File: config.mk
export PLATFORM = sky130hd
export DESIGN_NAME = sts_cmd_queue
export DESIGN_NICKNAME = d
export VERILOG_FILES = /design/src/sts_pkg.sv /design/src/sts_cmd_queue.sv
export SDC_FILE = /design/constraint.sdc
export NUM_CORES = 1
export LEC_CHECK = 0
export ABC_CLOCK_PERIOD_IN_PS = 8050
export BUFFER_PORTS_ARGS = -buffer_cell sky130_fd_sc_hd__clkbuf_2
export CAP_MARGIN = 20
export CORE_UTILIZATION = 52
export CTS_CLUSTER_SIZE = 20
export DETAILED_ROUTE_END_ITERATION = 12
export PLACE_DENSITY_LB_ADDON = 0.3
export SYNTH_ARGS = -nofsm -noshare
export SYNTH_HDL_FRONTEND = slang
export SYNTH_SLANG_ARGS = --single-unit
export TNS_END_PERCENT = 30
File: constraint.sdc
create_clock -name clk -period 8.05 [get_ports clk]
set_input_delay 0.4025 -clock clk [delete_from_list [all_inputs] [get_ports clk]]
set_output_delay 0.4025 -clock clk [all_outputs]
set_load 0.01 [all_outputs]
File: src/sts_pkg.sv
`timescale 1ns / 1ps
// ----------------------------------------------------------------------------
// sts_pkg
// Shared types, codes and constants of the sorted timer scheduler.
// ----------------------------------------------------------------------------
package sts_pkg;

  localparam int MAX_TIMERS = 32;
  localparam int SLOT_W     = 5;
  localparam int CNT_W      = $clog2(MAX_TIMERS + 1);

  localparam logic [31:0] WRAP_NEAR_ZERO = 32'h0800_0000;
  localparam logic [31:0] WRAP_NEAR_TOP  = 32'hF800_0000;

  localparam logic [15:0] MIN_WAIT_RST   = 16'd50;
  localparam logic [15:0] MAX_WAIT_RST   = 16'd500;
  localparam logic [15:0] LATE_LIMIT_RST = 16'd1000;
  localparam logic [15:0] IDLE_WAIT_RST  = 16'd1000;

  // input command codes
  localparam logic [2:0] CMD_ADD_ONE = 3'd0;
  localparam logic [2:0] CMD_ADD_PER = 3'd1;
  localparam logic [2:0] CMD_CANCEL  = 3'd2;
  localparam logic [2:0] CMD_DELAY   = 3'd3;
  localparam logic [2:0] CMD_TICK    = 3'd4;

  // configuration register indexes
  localparam logic [1:0] REG_MIN_WAIT   = 2'd0;
  localparam logic [1:0] REG_MAX_WAIT   = 2'd1;
  localparam logic [1:0] REG_LATE_LIMIT = 2'd2;
  localparam logic [1:0] REG_IDLE_WAIT  = 2'd3;

  // result kinds
  localparam logic [1:0] KIND_SLOT   = 2'd0;
  localparam logic [1:0] KIND_STATUS = 2'd1;
  localparam logic [1:0] KIND_EXPIRY = 2'd2;
  localparam logic [1:0] KIND_WAIT   = 2'd3;

  // status codes
  localparam logic [1:0] ST_OK       = 2'd0;
  localparam logic [1:0] ST_NO_TIMER = 2'd1;
  localparam logic [1:0] ST_OWNER    = 2'd2;
  localparam logic [1:0] ST_FULL     = 2'd3;

  // slot modes
  localparam logic [1:0] MODE_FREE = 2'd0;
  localparam logic [1:0] MODE_ONE  = 2'd1;
  localparam logic [1:0] MODE_PER  = 2'd2;

  typedef enum logic [2:0] {
    OP_ADD_ONE,
    OP_ADD_PER,
    OP_CANCEL,
    OP_DELAY,
    OP_TICK
  } op_t;

  typedef struct packed {
    op_t         op;
    logic [31:0] tval;
    logic [30:0] per;
    logic [4:0]  slot;
    logic [31:0] user;
    logic [15:0] owner;
  } cmd_t;

  typedef struct packed {
    logic [1:0]  kind;
    logic [1:0]  status;
    logic [4:0]  slot;
    logic [31:0] user;
    logic [31:0] tval;
    logic        last;
  } res_t;

  typedef enum logic [2:0] {
    S_IDLE,
    S_ALLOC,
    S_INS_SCAN,
    S_REM_SCAN,
    S_TK_HEAD,
    S_TK_EVAL,
    S_TK_RETIRE,
    S_EMIT
  } eng_state_t;

  // clamp a nonnegative wait into [min, max], the min test made first
  function automatic logic [31:0] clamp_wait(input logic [31:0] w,
                                             input logic [15:0] lo,
                                             input logic [15:0] hi);
    logic [31:0] r;
    if (w < {16'd0, lo}) r = {16'd0, lo};
    else if (w > {16'd0, hi}) r = {16'd0, hi};
    else r = w;
    return r;
  endfunction

endpackage

File: src/sts_cmd_queue.sv
`timescale 1ns / 1ps
// ----------------------------------------------------------------------------
// sts_cmd_queue
// Two-entry command queue between the front and the engine.
// ----------------------------------------------------------------------------
module sts_cmd_queue import sts_pkg::*; (
  input  logic clk,
  input  logic rst,
  input  logic push,
  input  cmd_t push_data,
  input  logic pop,
  output logic full,
  output logic not_empty,
  output cmd_t head
);

  cmd_t       entry [2];
  logic       wr_ptr;
  logic       rd_ptr;
  logic [1:0] count;

  assign full      = count == 2'd2;
  assign not_empty = count != 2'd0;
  assign head      = entry[rd_ptr];

  // store pushed words
  always_ff @(posedge clk) begin
    if (push) begin
      entry[wr_ptr] <= push_data;
    end
  end

  // advance pointers and count
  always_ff @(posedge clk) begin
    if (rst) begin
      wr_ptr <= 1'b0;
      rd_ptr <= 1'b0;
      count  <= 2'd0;
    end else begin
      if (push) wr_ptr <= !wr_ptr;
      if (pop) rd_ptr <= !rd_ptr;
      case ({push, pop})
        2'b10:   count <= count + 2'd1;
        2'b01:   count <= count - 2'd1;
        default: count <= count;
      endcase
    end
  end

endmodule

==> impl_metrics.toml, run 1 <==
[placed_design]
portBuffers = 243
gp_congestion = 0.7682
hpwl_um = 10250

[timing]
max_freq_ghz = 0.3211
period_share = 0.3869
setup-tns-final_ns = 0
grt_setup_unrepaired = "false"
tightest_slew_ns = 0.8326
slew_headroom = 0.4449
fin_skew_ns = 0.004022
period_minus_slack_ns = 3.115
maxSlewViolCount = 0
finalSetupViolCount = 0
hold_violations = 0

[worst_setup_path]
worstPathCellList = "buf_4 > mux2_2 > clkbuf_2"
crit_path_end_kind = "output port"
r2r_cells = 2
r2r_end = "entry[1][44]"
cp.arrival_ns = 2.71
r2r_start = "wr_ptr"
worst_setup_path_start_kind = "register"
worstPathRequired_ns = 7.65
cp_slowest_cell = "dfxtp_4"
critPathMaxStageDelay_ns = 0.81
crit_path_max_fanout = 65
rrSetupSlack_ns = 5.73
setup.worst_path.class = "reg -> out"

[power_and_ir_drop]
intPower_w = 0.002306
peakVddDrop_v = 0.0001768
p_seq_frac = 0.519
finalPower_w = 0.002901
cellPowerDensity_nw_per_um2 = 263.1
clockPowerShare = 0.383
switchingPower_w = 0.0005957
power.share.switching = 0.2053
comb_power_share = 0.098
power.leakage_nw = 4.186

[clock_network]
post_cts_buffers = 0
ctsLongestPathBuffers = 3
cts_buffers = 24
cts.sinks = 243
post_cts_resized = 0
cts_hold_buf = 0
insertion_delay_ns = 0.49
cts_max_level = 1
cts_tree = "done"
clkTransAtPathRegs_ns = 0.06
cts_root_buf = "clkbuf_16"

[synthesis]
syn_area_per_cell_sq_um = 22.42
yosysSeqAreaShare = 0.8247
yosys_warnings = 0
ys_seq_elements = 243
synth_area_leaders = "edfxtp_1 81%, mux2_2 15%, dfxtp_1 1.1%, buf_4 0.94%, xnor2_1 0.30%"
synth_cell_type_count = 16
syn_inst = 392
yosys.area.top_type_share = 0.8133
yosysTopAreaCell = "edfxtp_1"
syn_area_sq_um = 8787
synth_nets = 516

[floorplan]
coreArea_sq_um = 16520
io_pins = 244
dieArea_sq_um = 17420
fp-row-count = 47
start_util = 0.5318
die_h_um = 132.0
die_w_um = 132.0

[worst_hold_path]
holdPathStages = 1
holdCritStartpoint = "push_data[102]"
min_to = "entry[0][102]"
hold_path.class = "in -> reg"

[global_route]
grt_pass1_wl_um = 24250
overflow = 0
antenna_found_initial = 0
grt_max_degree = 66
track_usage = 0.1787
first_global_vias = 4700

[outcome]
status = "complete, no violations"

[finish]
final_nets = 776
antenna_cells = 0
area_delta_synth_final_pct = 25.52
drive_gt1_frac = 0.6018
final_cell_mix = "243 x clkbuf_2, 238 x edfxtp_1, 119 x mux2_2"
layout_commonest_cell = "clkbuf_2"
fillers = 1134

[route]
drc = 0
wl_um = 15610
drt_iter0_drc = 196
vias = 4476
wire_per_inst_um = 17.58
routed_via_density = 5.041
postRouteAntennaNets = 0
firstDrtPassIters = 4

[job]
drv_cap = 0
## power by group through the flow
stage / sequential (W) / combinational [W] / clock [W]
floorplan: 0.00153 / 0.000174 / 0
global placement: 0.00153 / 0.000282 / 0
detailed placement: 0.00153 / 0.000288 / 0
CTS: 0.00151 / 0.000290 / 0.00114
global route: 0.00151 / 0.000308 / 0.00119
finish: 0.00150 / 0.000284 / 0.00111
## cell usage after synthesis
cell type  count
o21ai_0        1
inv_1          1
xnor2_1        3
dfxtp_1        5
or2_2          1
nor2_1         5
or3_1          1
buf_4         11
edfxtp_1     238
and2b_2        1
a21oi_1        1
buf_2          2
ha_1           1
xor2_1         1
mux2_2       119
and2_1         1
## through the flow
step	std cells	utilization	area, sq um	hold slack (ns)	setup WS (ns)
after global routing	888	0.6674	11030	0.07300	4.755
after CTS	888	0.6674	11030	0.07373	4.865
after detailed placement	846	0.6191	10230	0.5117	5.408
final	888	0.6674	11030	0.09690	4.935
after floorplan	392	-	8787	0.4564	2.003
after global placement	846	0.6191	10230	0.4739	5.433
## registers in the layout, summed over array words and instances, names as in the netlist, named ones only
signal,cells
wr_ptr,1
entry,238
count,2
rd_ptr,1
## worst max path at each step
stage	from	end	slack [ns]	cells past startpoint
2_1_floorplan	push	entry[0][0]	2.00	2
6_report	register	head[85]	4.94	3
4_1_cts	register	head[50]	4.87	3
3_5_place_dp	register	head[85]	5.41	3
3_3_place_gp	register	head[35]	5.43	3
5_1_grt	register	head[77]	4.76	3
## kinds of logic after synthesis
logic type                 count (synthesis)  share of synthesized area
AOI/OAI and AO/OA                          2                   0.001138
xor gates and xnor gates                   4                   0.003988
adders and majority gates                  1                   0.001424
buffers and inverters                     14                    0.01096
DFF                                      243                     0.8247
muxes                                    119                     0.1525
and+or+nand+nor                            9                   0.005270
## metal layers
layer,part of all wire,global-route usage,vias to the layer above
li1,-,-,2078
met1,0.39,0.2184,2179
met2,0.48,0.2975,194
met3,0.11,0.06536,25
met4,0.019,0.05556,0
met5,0,0,-
## final cells by class
| type | instances | area (sq um) | share of cell area |
|---|---|---|---|
| flip-flops and latches | 243 | 7251 | 0.6574 |
| clock buffers | 31 | 648.1 | 0.05876 |
| clock inverters | 11 | 151.4 | 0.01373 |
| well taps | 220 | 275.3 | 0.02496 |
| multi-input cells | 135 | 1454 | 0.1318 |
| inverters | 1 | 3.754 | 0.0003403 |
| repair buffers | 247 | 1246 | 0.1130 |
## critical path, delay by kind of cell, from the launching register on
family,cells,cell delay (ns)
flops,1,0.81
buf+inv,2,0.88
mux,1,0.43
Power figures use the tool's default switching activity.
==> inputs of run 2 (changes only) <==
--- a/config.mk
+++ b/config.mk
@@ -5,7 +5,8 @@
 export SDC_FILE = /design/constraint.sdc
 export NUM_CORES = 1
 export LEC_CHECK = 0
-export ABC_CLOCK_PERIOD_IN_PS = 8050
+export ABC_AREA = 1
+export ABC_CLOCK_PERIOD_IN_PS = 2900
 export BUFFER_PORTS_ARGS = -buffer_cell sky130_fd_sc_hd__clkbuf_2
 export CAP_MARGIN = 20
 export CORE_UTILIZATION = 52
==> constraint.sdc (replaced) <==
create_clock -name clk -period 2.9 [get_ports clk]
set_input_delay 0.145 -clock clk [delete_from_list [all_inputs] [get_ports clk]]
set_output_delay 0.145 -clock clk [all_outputs]
set_load 0.01 [all_outputs]
==> impl_metrics.toml, run 2 <==
[placed_design]
dp_cells = 859
placed_cell_area_sq_um = 10300
pre_cts_slack_ns = 1.117
gp_congestion = 0.7325
hpwl_um = 10450
portBuffers = 243

[clock_network]
cts_max_level = 1
cts_buffers = 25
insertion_delay_ns = 0.50
post_cts_buffers = 0
clkTransAtPathRegs_ns = 0.06
cts_root_buf = "clkbuf_16"
ctsLongestPathBuffers = 3
post_cts_resized = 0
cts.sinks = 243
cts_tree = "done"

[finish]
final_cell_mix = "243 x clkbuf_2, 238 x edfxtp_1, 123 x dlygate4sd3_1"
layout_commonest_cell = "clkbuf_2"
stdcell_area_sq_um = 12310
drive_gt1_frac = 0.5043
top_regs = "entry (238), count (2)"
largest_reg_flops = 238
area_delta_synth_final_pct = 38.51
antenna_cells = 0
layout.cells.non_filler = 1027
registers.top_by_ff_count = "entry"
final_nets = 913

[synthesis]
yosysSeqAreaShare = 0.8155
synth_edf_count = 238
yosys.area.top_type_share = 0.8043
ys_seq_elements = 243
syn_area_per_cell_sq_um = 22.05
synth.most_common_cell = "edfxtp_1"
synthTopCellsByCount = "238 x edfxtp_1, 119 x mux2_2, 11 x clkbuf_8, 9 x nor2_1, 7 x inv_1"
syn_area_sq_um = 8886
synth_area_leaders = "edfxtp_1 80%, mux2_2 15%, clkbuf_8 1.7%, dfxtp_1 1.1%, nor2_1 0.38%"
yosys_warnings = 0
synth-async-reset-ratio = 0
synth-main-ff-cell = "edfxtp_1"
synth_nets = 527
synth_cell_type_count = 14
yosysTopAreaCell = "edfxtp_1"
syn_inst = 403

[floorplan]
coreArea_sq_um = 16640
dieArea_sq_um = 17620
die_h_um = 132.7
start_util = 0.5339
io_pins = 244
fp-row-count = 47
die_w_um = 132.7

[job]
drv_cap = 0

[outcome]
status = "complete, no violations"

[route]
routed_via_density = 4.924
drt_iter0_drc = 278
wire_per_inst_um = 17.67
drc = 0
firstDrtPassIters = 4
wl_um = 18140
vias = 5057
postRouteAntennaNets = 0

[worst_setup_path]
crit_path_max_fanout = 36
cp.arrival_ns = 2.17
crit_path_end_kind = "output port"
worstPathRequired_ns = 2.76
cp_slowest_cell = "dfxtp_4"
critPathMaxStageDelay_ns = 0.67
rrSetupSlack_ns = 1.31
worst_setup_path_start_kind = "register"
crit_family = "flip-flops"
path_buf_inv = 2
setup.worst_path.class = "reg -> out"
worstPathCellList = "buf_4 > mux2_2 > clkbuf_2"

[global_route]
antenna_found_initial = 0
first_global_vias = 5501
grt_pass1_wl_um = 28170
track_usage = 0.2075
overflow = 0
grt_max_degree = 120

[timing]
max_freq_ghz = 0.4322
fin_skew_ns = 0.01044
tightest_slew_ns = 0.7365
period_share = 0.7979
grt_setup_unrepaired = "false"
period_minus_slack_ns = 2.314
hold_violations = 0
slew_headroom = 0.5090
finalSetupViolCount = 0
setup_slack_ns = 0.5862
maxSlewViolCount = 0

[power_and_ir_drop]
finalPower_w = 0.008044
power.leakage_nw = 4.746
peakVddDrop_v = 0.0005123
cellPowerDensity_nw_per_um2 = 653.6

[worst_hold_path]
hold_path.class = "in -> reg"
run 2: changes by cell type after synthesis, sizes merged, moves of 2 or more:
cell    delta
xnor2      -2
nor2       +4
buf       -11
inv        +6
nand2      +6
clkbuf    +11
run 2: worst paths after layout:
| path | start | to | depth (start not counted) |
|---|---|---|---|
| worst min register to register | rd_ptr | register | 2 |
| worst max-delay path | register | head[67] | 3 |
| worst max register to register | wr_ptr | entry[1][76] | 3 |
| worst min-delay path | push_data[105] | entry[1][105] | 2 |
run 2: layout make-up:
cell class,instances,area [sq um]
Fill cell,981,4334
Clock inverter,16,136.4
Clock buffer,29,640.6
Timing Repair Buffer,372,2530
Sequential cell,243,7251
Inverter,7,28.78
Tap cell,220,275.3
Multi-Input combinational cell,140,1446
run 2: timing repair:
action | 4_1_cts | 5_1_grt
endpoints found under the hold margin | 243 | 0
hold buffers | 123 | 0
endpoints found under the setup margin | 0 | 0
run 2: worst register-to-register path, delay by kind of cell, from the launching register on:
family / cells / cell delay (ns)
flip-flops: 1 / 0.40
buffers and inverters: 2 / 0.70
AND/OR/NAND/NOR: 1 / 0.12
run 2: stage by stage:
step                      TNS [ns]  utilization  hold WS [ns]
after floorplan             -39.26            -        0.2174
after global placement           0       0.6189        0.3334
after detailed placement         0       0.6189        0.3372
after CTS                        0       0.7396        0.3506
after global routing             0       0.7396        0.3589
final                            0       0.7396        0.3692
run 2: logic make-up (layout without fill, tap and decap cells):
group,Yosys count,in the layout,share of synthesized area
flip-flops,243,243,0.8155
multiplexers,119,119,0.1508
buffers and inverters,20,424,0.02253
AND/OR/NAND/NOR,17,17,0.007603
AO/OA/AOI/OAI,2,2,0.001125
adder cells (fa/ha/maj),1,1,0.001408
XOR/XNOR,1,1,0.0009858
run 2: power by group:
| part | switching, W | total (W) | leakage, nW | internal (W) |
|---|---|---|---|---|
| clock | 0.00123 | 0.00299 | 0.377 | 0.00176 |
| combinational | 0.000445 | 0.000918 | 2.09 | 0.000473 |
| sequential | 0.0000652 | 0.00413 | 2.28 | 0.00407 |
| total | 0.00174 | 0.00804 | 4.75 | 0.00630 |
run 2: metal layers:
| layer | wire [um] | GRT usage |
|---|---|---|
| met5 | 0 | 0 |
| met2 | 9519 | 0.3775 |
| met4 | 509 | 0.06897 |
| met1 | 6935 | 0.2414 |
| met3 | 1179 | 0.04789 |
==> inputs of run 3 (changes only) <==
--- a/config.mk
+++ b/config.mk
@@ -6,7 +6,7 @@
 export NUM_CORES = 1
 export LEC_CHECK = 0
 export ABC_AREA = 1
-export ABC_CLOCK_PERIOD_IN_PS = 2900
+export ABC_CLOCK_PERIOD_IN_PS = 2200
 export BUFFER_PORTS_ARGS = -buffer_cell sky130_fd_sc_hd__clkbuf_2
 export CAP_MARGIN = 20
 export CORE_UTILIZATION = 52
==> constraint.sdc (replaced) <==
create_clock -name clk -period 2.2 [get_ports clk]
set_input_delay 0.11 -clock clk [delete_from_list [all_inputs] [get_ports clk]]
set_output_delay 0.11 -clock clk [all_outputs]
set_load 0.01 [all_outputs]
==> impl_metrics.toml, run 3 (same netlist as run 2, synthesis figures left out) <==
[clock_network]
cts_root_buf = "clkbuf_16"
cts_max_level = 1
clkTransAtPathRegs_ns = 0.06
cts.sinks = 243
cts_tree = "done"
post_cts_buffers = 0
ctsLongestPathBuffers = 3
insertion_delay_ns = 0.50
cts_buffers = 24

[route]
wire_per_inst_um = 17.97
vias = 5151
postRouteAntennaNets = 0
routed_via_density = 5.016
wl_um = 18460
drt_iter0_drc = 317
firstDrtPassIters = 5
drc = 0

[finish]
largest_reg_flops = 238
final_nets = 912
area_delta_synth_final_pct = 38.23
registers.top_by_ff_count = "entry"
multiInputGateArea_sq_um = 1449
regArea_sq_um = 7252
fillers = 1017
drive_gt1_frac = 0.5000
final_cell_mix = "243 x clkbuf_2, 238 x edfxtp_1, 123 x dlygate4sd3_1"
fin_util = 0.7381
layout_commonest_cell = "clkbuf_2"
layout.cells.non_filler = 1027
top_regs = "entry (238), count (2)"

[global_route]
use_met2 = 0.3789
grt_max_degree = 64
met1_usage = 0.2389
track_usage = 0.2101
first_global_vias = 5519
overflow = 0
use_met3 = 0.05517
grt_pass1_wl_um = 28320
busiest_layer = "met2"
antenna_found_initial = 0

[worst_setup_path]
path_buf_inv = 2
critPathMaxStageDelay_ns = 0.41
cp.arrival_ns = 1.77
crit_path_end_kind = "output port"
worstPathRequired_ns = 2.09
crit_path_max_fanout = 63
worstPathCellList = "buf_12 > mux2_2 > clkbuf_2"
setup.worst_path.class = "reg -> out"
crit_family = "buffers and inverters"
worst_setup_path_start_kind = "register"
cp_slowest_cell = "mux2_2"

[placed_design]
hpwl_um = 10430
dp_cells = 859
gp_congestion = 0.7641
portBuffers = 243
pre_cts_slack_ns = 0.6497

[power_and_ir_drop]
p_seq_frac = 0.518
power.leakage_nw = 4.724
intPower_w = 0.008185
comb_power_share = 0.119
power.share.switching = 0.2176
peakVddDrop_v = 0.0007740
switchingPower_w = 0.002277
clockPowerShare = 0.363
cellPowerDensity_nw_per_um2 = 851.7

[timing]
setup_slack_ns = 0.3190
fin_skew_ns = 0.01110
slew_headroom = 0.4468
maxSlewViolCount = 0
grt_setup_unrepaired = "false"
hold_violations = 0
tightest_slew_ns = 0.8298
finalSetupViolCount = 0
period_share = 0.8550
period_minus_slack_ns = 1.881
max_freq_ghz = 0.5316

[floorplan]
dieArea_sq_um = 17620
die_h_um = 132.7
coreArea_sq_um = 16640
die_w_um = 132.7
fp-row-count = 47
start_util = 0.5339
io_pins = 244

[outcome]
status = "complete, no violations"

[worst_hold_path]
hold_path.class = "in -> reg"

[job]
drv_cap = 0
## run 3: worst paths after layout
check	from	to	slack, ns	cells past startpoint
max	register	head[29]	0.32	3
min	push_data[1]	entry[1][1]	0.33	2
max reg2reg	wr_ptr	entry[1][5]	0.64	3
min reg2reg	rd_ptr	rd_ptr	0.54	2
## run 3: layout make-up
type                    instances  share of cell area
flip-flops and latches        243              0.5904
clock buffers                  32             0.05307
well taps                     220             0.02241
inverters                       7            0.002445
diodes                          1           0.0002037
multi-input cells             140              0.1180
clock inverters                12            0.006519
repair buffers                372              0.2070
## run 3: routing by layer
| metal | vias to the layer above | wire length [um] |
|---|---|---|
| met5 | - | 0 |
| met4 | 0 | 490 |
| met3 | 45 | 1376 |
| met2 | 221 | 9738 |
| met1 | 2519 | 6852 |
| li1 | 2366 | - |
## run 3: through the flow
step / power (W) / cell area (sq um) / TNS, ns / hold WS [ns]
after floorplan: 0.006133 / 8901 / -76.37 / 0.1818
after global placement: 0.006532 / 10320 / 0 / 0.2989
after detailed placement: 0.006574 / 10320 / 0 / 0.3025
after CTS: 0.01052 / 12280 / 0 / 0.3108
after global routing: 0.01084 / 12280 / 0 / 0.3198
final: 0.01046 / 12280 / 0 / 0.3321
## run 3: power groups by stage
stage / clock, W / sequential, W / combinational, W
2_1_floorplan: 0 / 0.00551 / 0.000625
3_3_place_gp: 0 / 0.00550 / 0.00103
3_5_place_dp: 0 / 0.00552 / 0.00105
4_1_cts: 0.00386 / 0.00542 / 0.00124
5_1_grt: 0.00406 / 0.00544 / 0.00133
6_report: 0.00379 / 0.00542 / 0.00125
## run 3: timing repair
item                                    in CTS  in global routing
hold endpoints to repair                   243                  0
gates resized for setup                      0                  0
endpoints found under the setup margin       0                  0
hold buffers                               123                  0
